===== config.mk =====
export PLATFORM = sky130hd
export DESIGN_NAME = npp_square
export DESIGN_NICKNAME = d
export VERILOG_FILES = /design/src/npp_pkg.sv /design/src/npp_square.sv
export SDC_FILE = /design/constraint.sdc
export NUM_CORES = 2
export LEC_CHECK = 0
export ABC_AREA = 1
export BUFFER_PORTS_ARGS = -buffer_cell sky130_fd_sc_hd__buf_2
export CORE_AREA = 2 2 439 441
export CTS_BUF_LIST = sky130_fd_sc_hd__clkbuf_8 sky130_fd_sc_hd__clkbuf_16
export DETAILED_ROUTE_END_ITERATION = 6
export DIE_AREA = 0 0 441 443
export PLACE_DENSITY = 0.56
export SYNTH_ARGS = -nofsm -noshare
export SYNTH_HDL_FRONTEND = slang
export SYNTH_SLANG_ARGS = --single-unit

===== constraint.sdc =====
create_clock -name clk -period 5.2 [get_ports clk]
set_input_delay 0.26 -clock clk [delete_from_list [all_inputs] [get_ports clk]]
set_output_delay 0.26 -clock clk [all_outputs]
set_load 0.05 [all_outputs]

===== src/npp_pkg.sv =====
// Shared constants and types for the normal-CDF position predictor.
package npp_pkg;

    localparam int KEY_BITS      = 48;
    localparam int PHI_FRAC_BITS = 24;

    localparam int KEY_W   = 48;
    localparam int MEAN_W  = 56;
    localparam int INV_W   = 48;
    localparam int SCALE_W = 32;
    localparam int POS_W   = 40;
    localparam int CFG_W   = 56;
    localparam int ADDR_W  = 2;

    localparam int Q_BITS  = 24;
    localparam int Z_W     = 22;
    localparam int C_W     = 27;
    localparam int E_W     = 49;
    localparam int PROD_W  = 104;
    localparam int SQ_W    = 98;

    localparam int PHI_W     = PHI_FRAC_BITS + 1;
    localparam int DIV_STEPS = PHI_W;
    localparam int DIV_W     = 49;
    localparam int POS_SHIFT = PHI_FRAC_BITS - 8;

    localparam logic [ADDR_W-1:0] REG_MEAN  = 2'd0;
    localparam logic [ADDR_W-1:0] REG_INV   = 2'd1;
    localparam logic [ADDR_W-1:0] REG_SCALE = 2'd2;

    localparam logic [C_W-1:0]   C_Q32    = 27'd111032287;
    localparam logic [Z_W-1:0]   Z_CLAMP  = 22'd2097152;
    localparam logic [E_W-1:0]   ONE_Q24  = E_W'(1) << Q_BITS;
    localparam logic [E_W-1:0]   E_SAT    = E_W'(1) << 48;
    localparam logic [DIV_W-1:0] DIV_INIT = DIV_W'(1) << 23;

    typedef logic [E_W-1:0]   e_t;
    typedef logic [PHI_W-1:0] phi_t;

endpackage


===== src/npp_square.sv =====
// One saturating Q25.24 squaring, split over two register stages.
module npp_square
    import npp_pkg::*;
(
    input  logic clk,
    input  logic rst_n,
    input  logic en,
    input  logic in_valid,
    input  e_t   in_e,
    output logic out_valid,
    output e_t   out_e
);

    logic        va_reg;
    logic        vb_reg;
    logic [49:0] p11_reg;
    logic [48:0] p10_reg;
    logic [47:0] p00_reg;
    e_t          e_reg;
    logic [SQ_W-1:0] sq;
    e_t          e_next;

    always_ff @(posedge clk or negedge rst_n)
    begin
        if (!rst_n)
        begin
            va_reg <= 1'b0;
            vb_reg <= 1'b0;
        end
        else if (en)
        begin
            va_reg <= in_valid;
            vb_reg <= va_reg;
        end
    end

    always_comb
    begin
        sq = (SQ_W'(p11_reg) << 48) + (SQ_W'(p10_reg) << 25) + SQ_W'(p00_reg);
        if (sq[SQ_W-1:72] != '0)
            e_next = E_SAT;
        else
            e_next = E_W'(sq[71:24]);
    end

    always_ff @(posedge clk)
    begin
        if (en)
        begin
            p11_reg <= 50'(in_e[48:24]) * 50'(in_e[48:24]);
            p10_reg <= 49'(in_e[48:24]) * 49'(in_e[23:0]);
            p00_reg <= 48'(in_e[23:0]) * 48'(in_e[23:0]);
            e_reg   <= e_next;
        end
    end

    assign out_valid = vb_reg;
    assign out_e     = e_reg;

endmodule


==> key figures <==
Synth
  – Post-synthesis instance area: 66530 um2
  – Fraction of the yosys area taken by sequential cells: 7.794%
  – Flip-flop and latch count after synthesis: 173
  – Proportion of synthesized flip-flops having asynchronous set or reset: roughly 1.2%
  – Number of flops mapped to enable cells by yosys: 171
  – Leading area contributor after synthesis: fa_1
  – Share of the synthesized area in the top cell type: roughly two fifths
  – Average instance area after synthesis: just under 8 um2
  – Netlist cell types: 46
  – Most frequently used flop master after synthesis: edfxtp_1
  – Cells after Synth: 8474
  – Cell types occupying the most area after synthesis: fa_1, inv_1, ha_1
  – Yosys warning count: 0
  – Synthesized Nets: about 11000

Setup path
  – Max Fanout on Critical Path: 4
  – Depth of the most critical reg-to-reg path: 20
  – Required time of the critical path: 5.43 ns
  – Crit path capture type: register
  – Class of the most critical setup path: input port to register
  – Type of origin of the critical path: input port
  – Endpoint of the lowest-slack register-to-register path: out_e[2]
  – R2r setup slk: roughly 1.4 ns
  – Reg-to-reg critical path startpoint: p00_reg[26]
  – Crit path arrival time: ~6.1 ns

Global route
  – Grt total ovfl: 0
  – Pin count of the biggest net entering global routing: roughly 110
  – Antenna violations before repair: 4
  – Via count of the first global-routing pass: 62450
  – Total Routing Usage GR: between 20% and 30%
  – First-pass GRT wire length: 343.9 mm

Min path
  – Worst hold-check path type: input port to asynchronous set/reset pin

Final layout
  – Layout overhead on the synthesized area: 32.28%
  – Total Nets Final: 11680
  – Final cell count without fillers: roughly 12000
  – Most common cell after layout, fill and taps aside: inv_1
  – Fraction of layout cells with a size suffix above 1: between 20% and 30%
  – Final core utilization: between 40% and 50%
  – Highest-count cells in the layout ignoring fill and taps: inv_1, nand2_1, fa_1

Detailed routing
  – Drc violations: 0
  – Drt first-iter violations: ~2800
  – Post-DR vias/cell: 4.607
  – Post-DRT Antenna Nets: 0
  – Average wire per cell in the routed design: ~18 um
  – Vias post-DR: 56140
  – Wire length reported by the detailed router: roughly 220 mm
  – Count of TritonRoute iterations in the first routing pass: 6

STA
  – Slew Limit Headroom: 50.20%
  – Worst Hold Slack: between 0.05 and 0.06 ns
  – Clock Skew: about 0.028 ns
  – Final Hold Fails: 0
  – Measured slew at the worst slew-check pin: 0.7470 ns
  – Worst path setup slack after routing: -0.6610 ns
  – Upper clock frequency limit: roughly 170 MHz
  – TNS Setup: -47.02 ns
  – Final setup vio count: between 90 and 100
  – Final-report max-slew violation count: 0
  – RSZ-0062 raised after global routing: true
  – Final period util: 112.7%
  – Time the worst path needs with I/O delays and setup: just under 6 ns

Place
  – HPWL after DPL: roughly 180 mm
  – Global placement routability congestion: 0.9575
  – DP Cell Count: around 12000
  – Port bufs: 102

Floorplanning
  – Total Die Area: roughly 200000 um2
  – Die Span Y: 443 um
  – Standard cell core area: 191200 um2
  – IO Count: a little over 100
  – Initial Utilization: approximately a third
  – Cell row count: ~160
  – Overall die width: 441 um

Clocking
  – H-Tree Depth: 4
  – Buffer depth of the longest clock path: 2
  – Number of buffers created by CTS: 17
  – CTS sink count: 173
  – CTS tree: built
  – Clock transition at the register clock pins on the worst setup and hold paths after CTS: roughly 0.09 ns
  – Skew-Pair Late Insertion Delay: approximately 0.50 ns
  – CTS Root Buffer Type: clkbuf_16

Outcome
  – Status: complete, but fails checks
  – Violations in the final reports: setup timing

Run
  – Max-cap violations: 0
[cells by family after synthesis]
| logic type | after synthesis | share of synthesized area (%) |
|---|---|---|
| DFF | 173 | 7.794 |
| buffers and inverters | 3137 | 17.75 |
| adders and majority gates | 1976 | 52.88 |
| xor gates and xnor gates | 186 | 2.449 |
| and+or+nand+nor | 2516 | 15.03 |
| AOI/OAI and AO/OA | 486 | 4.098 |
[repair_timing]
action / CTS / global route
cloned: 29 / 2
buffers inserted: 201 / 47
endpoints found under the hold margin: 3 / 0
hold buffers: 2 / 0
endpoints found under the setup margin: 100 / 99
resized for setup: 1072 / 328
pin swaps: 429 / 244
[synthesized netlist by cell type (79+ instances only)]
library cell,count
edfxtp_1,171
ha_1,583
nand3_1,109
inv_1,2855
fa_1,1393
nor2_1,305
clkbuf_1,183
xnor2_1,79
nand2_1,1931
a21oi_1,236
xor2_1,107
o21ai_0,105
[worst max path at each step]
stage,from,end,slack (ns)
final,in_e[18],p00_reg[33],-0.66
after detailed placement,in_e[27],p11_reg[34],-1.60
after floorplan,in_e[8],p00_reg[46],-0.68
after global routing,in_e[14],p10_reg[48],-0.87
after global placement,in_e[27],p11_reg[34],-1.58
after CTS,in_e[28],p11_reg[34],-0.65
[worst max-delay path, cell delays in order]
cell and delay (ns):
buf_12 0.12, buf_12 0.14, buf_12 0.13, nand2_4 0.04, fa_1 0.52, inv_2 0.05, fa_1 0.49, fa_1 0.54
inv_2 0.04, fa_1 0.48, inv_1 0.05, fa_1 0.46, fa_1 0.54, inv_2 0.04, fa_1 0.54, inv_2 0.05
ha_4 0.27, a21oi_4 0.15, inv_2 0.06, a31oi_1 0.17, buf_4 0.18, o21a_1 0.15, o31ai_2 0.07, a21oi_2 0.15
inv_1 0.07, a21oi_2 0.18, xnor2_2 0.11
[area by class of cell]
type,count,area (um2)
fillers,18230,103200
multi-input cells,5164,54320
repair buffers,1414,13920
inverters,2876,10810
flip-flops and latches,173,5185
well taps,2526,3161
clock buffers,17,425.4
clock inverters,15,171.4
diodes,2,5.005
[per-layer routing]
| metal | up-vias | wire [um] | global-route usage [%] |
|---|---|---|---|
| met5 | - | 7 | 0 |
| li1 | 26480 | - | - |
| met2 | 1315 | 113200 | 41.98 |
| met3 | 416 | 9749 | 2.688 |
| met1 | 27930 | 85320 | 26.99 |
| met4 | 2 | 9372 | 8.148 |
[metrics by stage]
step	setup WS [ns]	instance area, um2
after global placement	-1.579	79610
after detailed placement	-1.595	79610
final	-0.6610	88000
after CTS	-0.6487	86560
after floorplan	-0.6850	69270
after global routing	-0.8667	88000
Power is left out: the tool's default activity adds up to more than one toggle a clock period on the data nets, which glitch-free logic cannot reach.
